[src/rtl/ldmi_pkg.sv]
package ldmi_pkg;

  // File offset counter width
  localparam int OFFSET_WIDTH = 32;

  // Decoupling queue between the parser and the output stage
  localparam int QUEUE_DEPTH = 4;
  localparam int QPTR_W      = $clog2(QUEUE_DEPTH);
  localparam int QCNT_W      = $clog2(QUEUE_DEPTH + 1);

  // Register indexes on the configuration port
  localparam logic REG_DATA_TYPE_CODE = 1'b0;
  localparam logic REG_INDEX_INTERVAL = 1'b1;

  // Reset values of the configuration registers
  localparam logic [7:0]  DATA_TYPE_RESET      = 8'd68;
  localparam logic [31:0] INDEX_INTERVAL_RESET = 32'd1000000;

  // Result kinds
  localparam logic [1:0] KIND_DESC    = 2'd0;
  localparam logic [1:0] KIND_PAYLOAD = 2'd1;
  localparam logic [1:0] KIND_ERROR   = 2'd2;

  // File header and message header geometry
  localparam logic [15:0] FILE_HDR_LEN  = 16'd16;
  localparam logic [15:0] MAGIC_LEN     = 16'd7;
  localparam logic [15:0] DATA_HEAD_LEN = 16'd10;
  localparam logic [15:0] ID_LEN        = 16'd2;

  // File magic
  localparam logic [7:0] MAGIC [7] = '{8'h55, 8'h4C, 8'h6F, 8'h67, 8'h01, 8'h12, 8'h35};

  // One event from the parser to the output stage
  typedef struct packed {
    logic [1:0]  kind;
    logic [15:0] message_id;
    logic [63:0] stamp;
    logic [31:0] header_offset;
    logic [7:0]  payload_byte;
    logic        last;
  } ldmi_event_t;

  // One finished result beat
  typedef struct packed {
    logic [1:0]  kind;
    logic [15:0] message_id;
    logic [63:0] stamp;
    logic [31:0] header_offset;
    logic        index_entry;
    logic [7:0]  payload_byte;
    logic        last;
  } ldmi_result_t;

endpackage

[src/rtl/ldmi_front.sv]
module ldmi_front (
  input  logic                clk,
  input  logic                rst,
  input  logic                accept,
  input  logic [7:0]          data_byte,
  input  logic [7:0]          data_type_code,
  output logic                evt_push,
  output ldmi_pkg::ldmi_event_t evt
);
  import ldmi_pkg::*;

  localparam logic [2:0] PH_FILE_HDR  = 3'd0;
  localparam logic [2:0] PH_MSG_HDR   = 3'd1;
  localparam logic [2:0] PH_SKIP      = 3'd2;
  localparam logic [2:0] PH_DATA_HEAD = 3'd3;
  localparam logic [2:0] PH_PAYLOAD   = 3'd4;
  localparam logic [2:0] PH_DEAD      = 3'd5;

  logic [2:0]              phase, phase_next;
  logic [15:0]             byte_count, byte_count_next;
  logic [15:0]             message_size, message_size_next;
  logic [15:0]             id_shift, id_shift_next;
  logic [63:0]             stamp_shift, stamp_shift_next;
  logic [OFFSET_WIDTH-1:0] file_position, file_position_next;
  logic [OFFSET_WIDTH-1:0] message_start, message_start_next;
  logic [15:0]             count_inc;
  logic [2:0]              lane;
  logic                    evt_valid;

  assign count_inc = byte_count + 16'd1;
  assign lane      = 3'(byte_count - ID_LEN);

  // Parse one byte
  always_comb begin
    phase_next         = phase;
    byte_count_next    = byte_count;
    message_size_next  = message_size;
    id_shift_next      = id_shift;
    stamp_shift_next   = stamp_shift;
    message_start_next = message_start;
    file_position_next = file_position;
    evt_valid          = 1'b0;
    evt                = '0;

    if (phase != PH_DEAD) begin
      file_position_next = file_position + OFFSET_WIDTH'(1);
    end

    case (phase)
      PH_FILE_HDR: begin
        if (byte_count < MAGIC_LEN && data_byte != MAGIC[byte_count[2:0]]) begin
          phase_next = PH_DEAD;
          evt_valid  = 1'b1;
          evt.kind   = KIND_ERROR;
          evt.last   = 1'b1;
        end else if (count_inc >= FILE_HDR_LEN) begin
          phase_next      = PH_MSG_HDR;
          byte_count_next = '0;
        end else begin
          byte_count_next = count_inc;
        end
      end
      PH_MSG_HDR: begin
        if (byte_count == 16'd0) begin
          message_start_next = file_position;
          message_size_next  = {8'd0, data_byte};
          byte_count_next    = 16'd1;
        end else if (byte_count == 16'd1) begin
          message_size_next[15:8] = data_byte;
          byte_count_next         = 16'd2;
        end else begin
          byte_count_next  = '0;
          id_shift_next    = '0;
          stamp_shift_next = '0;
          if (data_byte == data_type_code && message_size >= DATA_HEAD_LEN) begin
            phase_next = PH_DATA_HEAD;
          end else if (message_size == 16'd0) begin
            phase_next = PH_MSG_HDR;
          end else begin
            phase_next = PH_SKIP;
          end
        end
      end
      PH_SKIP: begin
        if (count_inc >= message_size) begin
          phase_next      = PH_MSG_HDR;
          byte_count_next = '0;
        end else begin
          byte_count_next = count_inc;
        end
      end
      PH_DATA_HEAD: begin
        // id in the first two bytes, then the little-endian timestamp
        if (byte_count < ID_LEN) begin
          id_shift_next[8*byte_count[0] +: 8] = data_byte;
        end else begin
          stamp_shift_next[8*lane +: 8] = data_byte;
        end
        byte_count_next = count_inc;
        if (count_inc == DATA_HEAD_LEN) begin
          evt_valid         = 1'b1;
          evt.kind          = KIND_DESC;
          evt.message_id    = id_shift_next;
          evt.stamp         = stamp_shift_next;
          evt.header_offset = 32'(message_start);
          evt.last          = (message_size == DATA_HEAD_LEN);
          if (message_size == DATA_HEAD_LEN) begin
            phase_next      = PH_MSG_HDR;
            byte_count_next = '0;
          end else begin
            phase_next = PH_PAYLOAD;
          end
        end
      end
      PH_PAYLOAD: begin
        evt_valid        = 1'b1;
        evt.kind         = KIND_PAYLOAD;
        evt.payload_byte = data_byte;
        byte_count_next  = count_inc;
        if (count_inc >= message_size) begin
          evt.last        = 1'b1;
          phase_next      = PH_MSG_HDR;
          byte_count_next = '0;
        end
      end
      PH_DEAD: begin
        phase_next = PH_DEAD;
      end
      default: begin
        phase_next = PH_DEAD;
      end
    endcase
  end

  assign evt_push = accept && evt_valid;

  // Parser state
  always_ff @(posedge clk) begin
    if (rst) begin
      phase         <= PH_FILE_HDR;
      byte_count    <= '0;
      message_size  <= '0;
      id_shift      <= '0;
      stamp_shift   <= '0;
      file_position <= '0;
      message_start <= '0;
    end else if (accept) begin
      phase         <= phase_next;
      byte_count    <= byte_count_next;
      message_size  <= message_size_next;
      id_shift      <= id_shift_next;
      stamp_shift   <= stamp_shift_next;
      file_position <= file_position_next;
      message_start <= message_start_next;
    end
  end

`ifndef SYNTHESIS
  a_dead_silent: assert property (@(posedge clk) disable iff (rst)
    phase == PH_DEAD |-> !evt_push)
    else $error("event pushed after bad magic");
  a_error_once: assert property (@(posedge clk) disable iff (rst)
    evt_push && evt.kind == KIND_ERROR |=> phase == PH_DEAD)
    else $error("error beat did not stop the parser");
`endif

endmodule

[src/rtl/ldmi_queue.sv]
module ldmi_queue (
  input  logic                  clk,
  input  logic                  rst,
  input  logic                  wr_en,
  input  ldmi_pkg::ldmi_event_t wr_data,
  output logic                  full,
  input  logic                  rd_en,
  output logic                  rd_valid,
  output ldmi_pkg::ldmi_event_t rd_data
);
  import ldmi_pkg::*;

  ldmi_event_t       entries [QUEUE_DEPTH];
  logic [QPTR_W-1:0] wr_ptr;
  logic [QPTR_W-1:0] rd_ptr;
  logic [QCNT_W-1:0] count;
  logic              do_wr;
  logic              do_rd;

  assign full     = (count == QCNT_W'(QUEUE_DEPTH));
  assign rd_valid = (count != '0);
  assign rd_data  = entries[rd_ptr];
  assign do_wr    = wr_en && !full;
  assign do_rd    = rd_en && rd_valid;

  // Entry storage
  always_ff @(posedge clk) begin
    if (do_wr) begin
      entries[wr_ptr] <= wr_data;
    end
  end

  // Pointers and fill level
  always_ff @(posedge clk) begin
    if (rst) begin
      wr_ptr <= '0;
      rd_ptr <= '0;
      count  <= '0;
    end else begin
      if (do_wr) begin
        wr_ptr <= wr_ptr + QPTR_W'(1);
      end
      if (do_rd) begin
        rd_ptr <= rd_ptr + QPTR_W'(1);
      end
      if (do_wr && !do_rd) begin
        count <= count + QCNT_W'(1);
      end else if (do_rd && !do_wr) begin
        count <= count - QCNT_W'(1);
      end
    end
  end

`ifndef SYNTHESIS
  a_ptr_level: assert property (@(posedge clk) disable iff (rst)
    (count == '0 || count == QCNT_W'(QUEUE_DEPTH)) |-> wr_ptr == rd_ptr)
    else $error("queue pointers disagree with fill level");
`endif

endmodule

[src/rtl/ldmi_back.sv]
module ldmi_back (
  input  logic                   clk,
  input  logic                   rst,
  input  logic [31:0]            index_interval,
  input  logic                   evt_valid,
  input  ldmi_pkg::ldmi_event_t  evt,
  output logic                   evt_take,
  input  logic                   pop,
  output logic                   empty,
  output ldmi_pkg::ldmi_result_t res
);
  import ldmi_pkg::*;

  logic        res_valid;
  logic [63:0] index_mark;
  logic        seen_first;
  logic [64:0] limit;
  logic        is_desc;
  logic        idx;

  // Index rule: first descriptor, or stamp reaches last index plus interval
  assign limit   = {1'b0, index_mark} + 65'(index_interval);
  assign is_desc = (evt.kind == KIND_DESC);
  assign idx     = is_desc && (!seen_first || (!limit[64] && evt.stamp >= limit[63:0]));

  assign empty    = !res_valid;
  assign evt_take = evt_valid && (!res_valid || pop);

  // Output register
  always_ff @(posedge clk) begin
    if (evt_take) begin
      res.kind          <= evt.kind;
      res.message_id    <= evt.message_id;
      res.stamp         <= evt.stamp;
      res.header_offset <= evt.header_offset;
      res.index_entry   <= idx;
      res.payload_byte  <= evt.payload_byte;
      res.last          <= evt.last;
    end
  end

  // Output valid and index tracking
  always_ff @(posedge clk) begin
    if (rst) begin
      res_valid  <= 1'b0;
      index_mark <= '0;
      seen_first <= 1'b0;
    end else begin
      if (evt_take) begin
        res_valid <= 1'b1;
      end else if (pop) begin
        res_valid <= 1'b0;
      end
      if (evt_take && idx) begin
        index_mark <= evt.stamp;
        seen_first <= 1'b1;
      end
    end
  end

`ifndef SYNTHESIS
  a_index_desc_only: assert property (@(posedge clk) disable iff (rst)
    res_valid && res.kind != KIND_DESC |-> !res.index_entry)
    else $error("index flag on a non-descriptor beat");
  a_index_tracks: assert property (@(posedge clk) disable iff (rst)
    evt_take && idx |=> seen_first && index_mark == res.stamp && res.index_entry)
    else $error("index state not updated");
`endif

endmodule

[src/rtl/log_data_message_indexer_core.sv]
// Log data message indexer. Bytes of a log file enter on push/full, one byte
// per cycle at full rate; the 16-byte file header is checked against the
// 7-byte magic, then messages are framed. Each data message of at least ten
// bytes yields one descriptor beat (id, timestamp, header offset, index flag)
// followed by one beat per remaining payload byte, the last one flagged.
// A bad magic gives a single error beat, after which all bytes are dropped
// until reset. Results leave on empty/pop. A byte that produces a result
// passes through a 4-entry queue and then the output register; the queue
// between the parser and the output register absorbs stalls, and full rises
// only when that queue is full, so one byte per cycle is sustained as long
// as pop keeps up. Write configuration only while the block is idle.
module log_data_message_indexer_core (
  input  logic        clk,
  input  logic        rst,
  input  logic        push,
  output logic        full,
  input  logic [7:0]  data_byte,
  output logic        empty,
  input  logic        pop,
  output logic [1:0]  kind,
  output logic [15:0] message_id,
  output logic [63:0] stamp,
  output logic [31:0] header_offset,
  output logic        index_entry,
  output logic [7:0]  payload_byte,
  output logic        last,
  input  logic        cfg_write,
  input  logic        cfg_index,
  input  logic [31:0] cfg_data
);
  import ldmi_pkg::*;

  logic [7:0]   data_type_code;
  logic [31:0]  index_interval;
  logic         accept;
  logic         evt_push;
  ldmi_event_t  evt_in;
  ldmi_event_t  evt_out;
  logic         evt_valid;
  logic         evt_take;
  ldmi_result_t res;

  // Configuration registers
  always_ff @(posedge clk) begin
    if (rst) begin
      data_type_code <= DATA_TYPE_RESET;
      index_interval <= INDEX_INTERVAL_RESET;
    end else if (cfg_write) begin
      case (cfg_index)
        REG_DATA_TYPE_CODE: data_type_code <= cfg_data[7:0];
        REG_INDEX_INTERVAL: index_interval <= cfg_data;
        default: ;
      endcase
    end
  end

  assign accept = push && !full;

  ldmi_front u_front (
    .clk            (clk),
    .rst            (rst),
    .accept         (accept),
    .data_byte      (data_byte),
    .data_type_code (data_type_code),
    .evt_push       (evt_push),
    .evt            (evt_in)
  );

  ldmi_queue u_queue (
    .clk      (clk),
    .rst      (rst),
    .wr_en    (evt_push),
    .wr_data  (evt_in),
    .full     (full),
    .rd_en    (evt_take),
    .rd_valid (evt_valid),
    .rd_data  (evt_out)
  );

  ldmi_back u_back (
    .clk            (clk),
    .rst            (rst),
    .index_interval (index_interval),
    .evt_valid      (evt_valid),
    .evt            (evt_out),
    .evt_take       (evt_take),
    .pop            (pop),
    .empty          (empty),
    .res            (res)
  );

  assign kind          = res.kind;
  assign message_id    = res.message_id;
  assign stamp         = res.stamp;
  assign header_offset = res.header_offset;
  assign index_entry   = res.index_entry;
  assign payload_byte  = res.payload_byte;
  assign last          = res.last;

endmodule

[config.mk]
export PLATFORM = sky130hd
export DESIGN_NAME = log_data_message_indexer_core
export DESIGN_NICKNAME = d
export VERILOG_FILES = /design/src/rtl/ldmi_pkg.sv /design/src/rtl/ldmi_front.sv /design/src/rtl/ldmi_queue.sv /design/src/rtl/ldmi_back.sv /design/src/rtl/log_data_message_indexer_core.sv
export SDC_FILE = /design/constraint.sdc
export NUM_CORES = 1
export LEC_CHECK = 0
export BUFFER_PORTS_ARGS = -buffer_cell sky130_fd_sc_hd__clkbuf_2
export CORE_MARGIN = 1
export CORE_UTILIZATION = 40
export DETAILED_ROUTE_END_ITERATION = 10
export GPL_TIMING_DRIVEN = 0
export SLEW_MARGIN = 30
export SYNTH_ARGS = -nofsm -noshare
export SYNTH_HDL_FRONTEND = slang
export SYNTH_SLANG_ARGS = --single-unit
[constraint.sdc]
create_clock -name clk -period 22.8 [get_ports clk]
set_input_delay 2.28 -clock clk [delete_from_list [all_inputs] [get_ports clk]]
set_output_delay 2.28 -clock clk [all_outputs]
set_load 0.03 [all_outputs]
==> results.cfg <==
[clocking]
cts_root_buf = clkbuf_16
cts_tree = done
ctsResizeCount = 0
ctsHoldBuffers = 0
htreeDepth = 3
cts.sinks = 910
cts_setup_buffers = 0
clockBufferDepth = 3
clk_pin_slew_worst_paths_ns = 0.06
clock_latency_ns = 0.68
cts_buffers = 93

[placement]
gp_congestion = 0.885
portBuffers = 165
dpl.hpwl_um = 67600

[yosys]
netlist_instances = 2935
synth_flop_cell = edfxtp_1
synth_simple_gate_area_share_pct = 10.8
yosys.area_share.xor_xnor_pct = 2.75
netlist_area_sq_mm = 0.0388
ys_seq_elements = 910
yosysUniqueCellTypes = 82
synth_top_family_by_area = simple AND/OR/NAND/NOR gates
muxShareOfSynthArea_pct = 9.55
yosysSeqAreaShare_pct = 62.8
synth_fa_ha_area_share_pct = 4.26
synth_edf_count = 616
ys.warnings.count = 0
synth_compound_area_share_pct = 7.39
synth_nets = 3112
syn_area_per_cell_sq_um = 13.2
async_flop_share_pct = 0

[floorplanning]
coreArea_sq_mm = 0.0956
io_pins = 172
die_h_um = 314
initial_core_util_pct = 40.6
die-area_sq_mm = 0.0984
die_w_um = 314
fp-row-count = 113

[routing]
drt_first_pass_iters = 5
finalWirelength_um = 96500
wire_per_inst_um = 21.1
vias_per_cell = 5.40
dr.first_iter.drc_count = 2174
vias = 24600
drc_errors = 0
ant_nets = 0

[global_route]
grt_max_degree = 42
grt_first_pass_wirelength_um = 147000
grt_antenna_before_repair = 4
grt_pass1_vias = 24200
track_usage_pct = 19.6
overflow = 0

[power]
power.leakage_nw = 16.4
power.density_mw_per_mm2 = 124
total_power_mw = 5.58
ir_drop_mv = 0.0698

[critical_path]
rrSetupSlack_ns = 16.09
cp-start-kind = register
critPathArrivalTime_ns = 7.22
crit_fanout = 10
crit_type = reg2reg
crit_path_end_kind = register
worstPathRequired_ns = 23.30

[sta]
finalCriticalPeriod_ns = 6.71
worst_pin_slew_ns = 1.06
hold_viol_final = 0
drv_slew = 0
setup_tns_ns = 0
timing.final.crit_share_pct = 29.4
rsz0062_at_grt = false
slew_headroom_pct = 29.3
setup_viol = 0
fin_worst_skew_ns = 0.0339
fmaxAchievable_mhz = 149

[layout]
drive_gt1_share_pct = 16.2
syn2layout_area_growth_pct = 15.9
n_fill_cell = 8531
layout.nets = 3394

[run]
maxCapViolations = 0

[status]
status = finished, final reports clean

[min_path]
hp-class = reg2reg
==> Yosys cell counts, types with 4 or more instances <==
master | instances | area share [%]
edfxtp_1 | 616 | 48
nand2_1 | 313 | 3.0
dfxtp_1 | 294 | 15
nor2_1 | 232 | 2.2
a21oi_1 | 215 | 2.8
ha_1 | 129 | 4.2
mux4_2 | 123 | 7.1
clkbuf_1 | 110 | 1.1
nand3_1 | 100 | 1.3
mux2i_1 | 94 | 2.4
xor2_1 | 67 | 1.5
a22o_1 | 55 | 1.2
xnor2_1 | 55 | 1.2
and2_1 | 50 | 0.81
inv_1 | 49 | 0.47
o21ai_0 | 41 | 0.53
and3_1 | 38 | 0.61
a32oi_1 | 34 | 0.77
nand4_1 | 31 | 0.50
nor2b_1 | 25 | 0.40
nor3_1 | 25 | 0.32
buf_1 | 20 | 0.19
a21o_1 | 18 | 0.35
nor4_1 | 16 | 0.26
buf_2 | 15 | 0.19
nand2b_1 | 14 | 0.23
buf_4 | 10 | 0.19
nand3b_1 | 10 | 0.19
or3_1 | 10 | 0.16
a211oi_1 | 7 | 0.14
a22oi_1 | 7 | 0.14
o21ai_1 | 7 | 0.090
a31oi_1 | 6 | 0.097
o2bb2ai_1 | 6 | 0.14
nor2_2 | 5 | 0.081
o211ai_1 | 5 | 0.097
a32o_1 | 4 | 0.10
and4_1 | 4 | 0.090
buf_12 | 4 | 0.21
o21a_1 | 4 | 0.077
==> final cells by class <==
type                       instances  area, sq um  area share [%]
antenna                            3         7.51          0.0167
buffer                           163          777            1.73
clock buffer                     127         2570            5.70
clock inverter                    49          628            1.40
inverter                          49          184           0.409
multi-input combinational       1813        13600            30.2
sequential                       910        24400            54.2
tap                             1265         1580            3.52
timing repair buffer             187         1300            2.89
==> cell families (layout without fill, tap and decap cells) <==
group                      after synthesis  after routing
xor gates and xnor gates               122            122
adders and majority gates              131            131
AOI/OAI and AO/OA                      445            445
muxes                                  217            217
and+or+nand+nor                        898            898
buffers and inverters                  212            575
other                                    0              3
DFF                                    910            910
==> cell usage in the layout (no fill, tap or decap), types with 8 or more instances in the layout <==
cell type and instances:
nand2b_1 14, a21o_1 18, clkbuf_8 9, o21ai_0 41
nand3_1 100, buf_1 15, dfxtp_1 294, clkbuf_2 172
inv_1 49, nand4_1 31, ha_1 129, mux2i_1 94
a21oi_1 214, buf_2 16, nor4_2 8, nor2b_1 25
edfxtp_1 616, xor2_1 67, mux4_2 123, a32oi_1 34
and2_1 46, nor3_1 22, buf_12 8, a22o_1 55
bufinv_16 10, clkinv_1 10, xnor2_1 55, clkinv_2 15
nor2_1 232, clkbuf_16 94, nor4_1 11, nand2_1 313
and3_1 38, clkbuf_1 131, buf_4 12, buf_16 11
or3_1 10, nand3b_1 10
==> path summary, 6_finish.rpt <==
kind                                           startpoint                   endpoint  cells after the start
worst max-delay path                    index_interval[0]      u_back.index_mark[46]                     25
worst min-delay path            u_front.message_start[28]  u_front.message_start[28]                      2
worst max register to register          index_interval[0]      u_back.index_mark[46]                     25
worst min register to register  u_front.message_start[28]  u_front.message_start[28]                      2
==> power by group <==
group          internal (mW)  switching (mW)  leakage [nW]
Combinational          0.653            1.11          6.27
Clock                  0.914           0.658          1.55
Sequential              2.12           0.122          8.56
Total                   3.69            1.89          16.4
==> layer usage <==
| layer | vias to the layer above | track usage (%) | wire [um] |
|---|---|---|---|
| met5 | - | 0 | 26 |
| met4 | 4 | 5.41 | 2070 |
| met3 | 122 | 3.71 | 6370 |
| met2 | 716 | 31.0 | 44800 |
| met1 | 12300 | 27.6 | 43300 |
| li1 | 11500 | - | - |
==> critical path, stage by stage (launching register included) <==
cell	delay, ns
dfxtp_1	0.37
ha_1	0.18
inv_1	0.05
fa_1	0.40
nor2b_1	0.16
o2111ai_1	0.18
a211oi_1	0.28
nor2_1	0.16
nand2_1	0.22
a31o_2	0.21
o21a_1	0.48
clkbuf_1	0.57
nand3_1	0.17
xor2_1	0.19
ha_1	0.31
nand4_1	0.19
nor4_2	0.75
nand3_1	0.14
a21oi_1	0.28
o21ai_0	0.14
o211ai_1	0.20
o211ai_2	0.22
buf_6	0.25
buf_12	0.18
mux2i_1	0.16
nor2_1	0.05
==> flip-flops by register name (all words and copies together) (netlist names), named ones only <==
register / cells
u_front.id_shift: 16
data_type_code: 8
u_front.file_position: 32
u_back.seen_first: 1
u_queue.rd_ptr: 2
u_queue.wr_ptr: 2
u_front.message_start: 32
u_front.stamp_shift: 64
u_back.index_mark: 64
u_back.res: 124
u_front.phase: 3
u_front.byte_count: 16
u_queue.entries: 492
u_front.message_size: 16
index_interval: 32
u_back.res_valid: 1
u_queue.count: 3
==> stage by stage <==
stage	hold slack [ns]	instance area, sq um	util [%]	setup WS [ns]	std cells
final	0.450	45000	47.1	16.09	4566
after global placement	0.441	41300	43.2	6.88	4365
after global routing	0.472	45000	47.1	15.59	4564
after floorplan	0.432	38800	-	12.78	2935
after detailed placement	0.444	41800	43.7	16.18	4387
after CTS	0.453	45000	47.1	16.11	4563
Note: power is estimated with default switching activity, not from simulation.
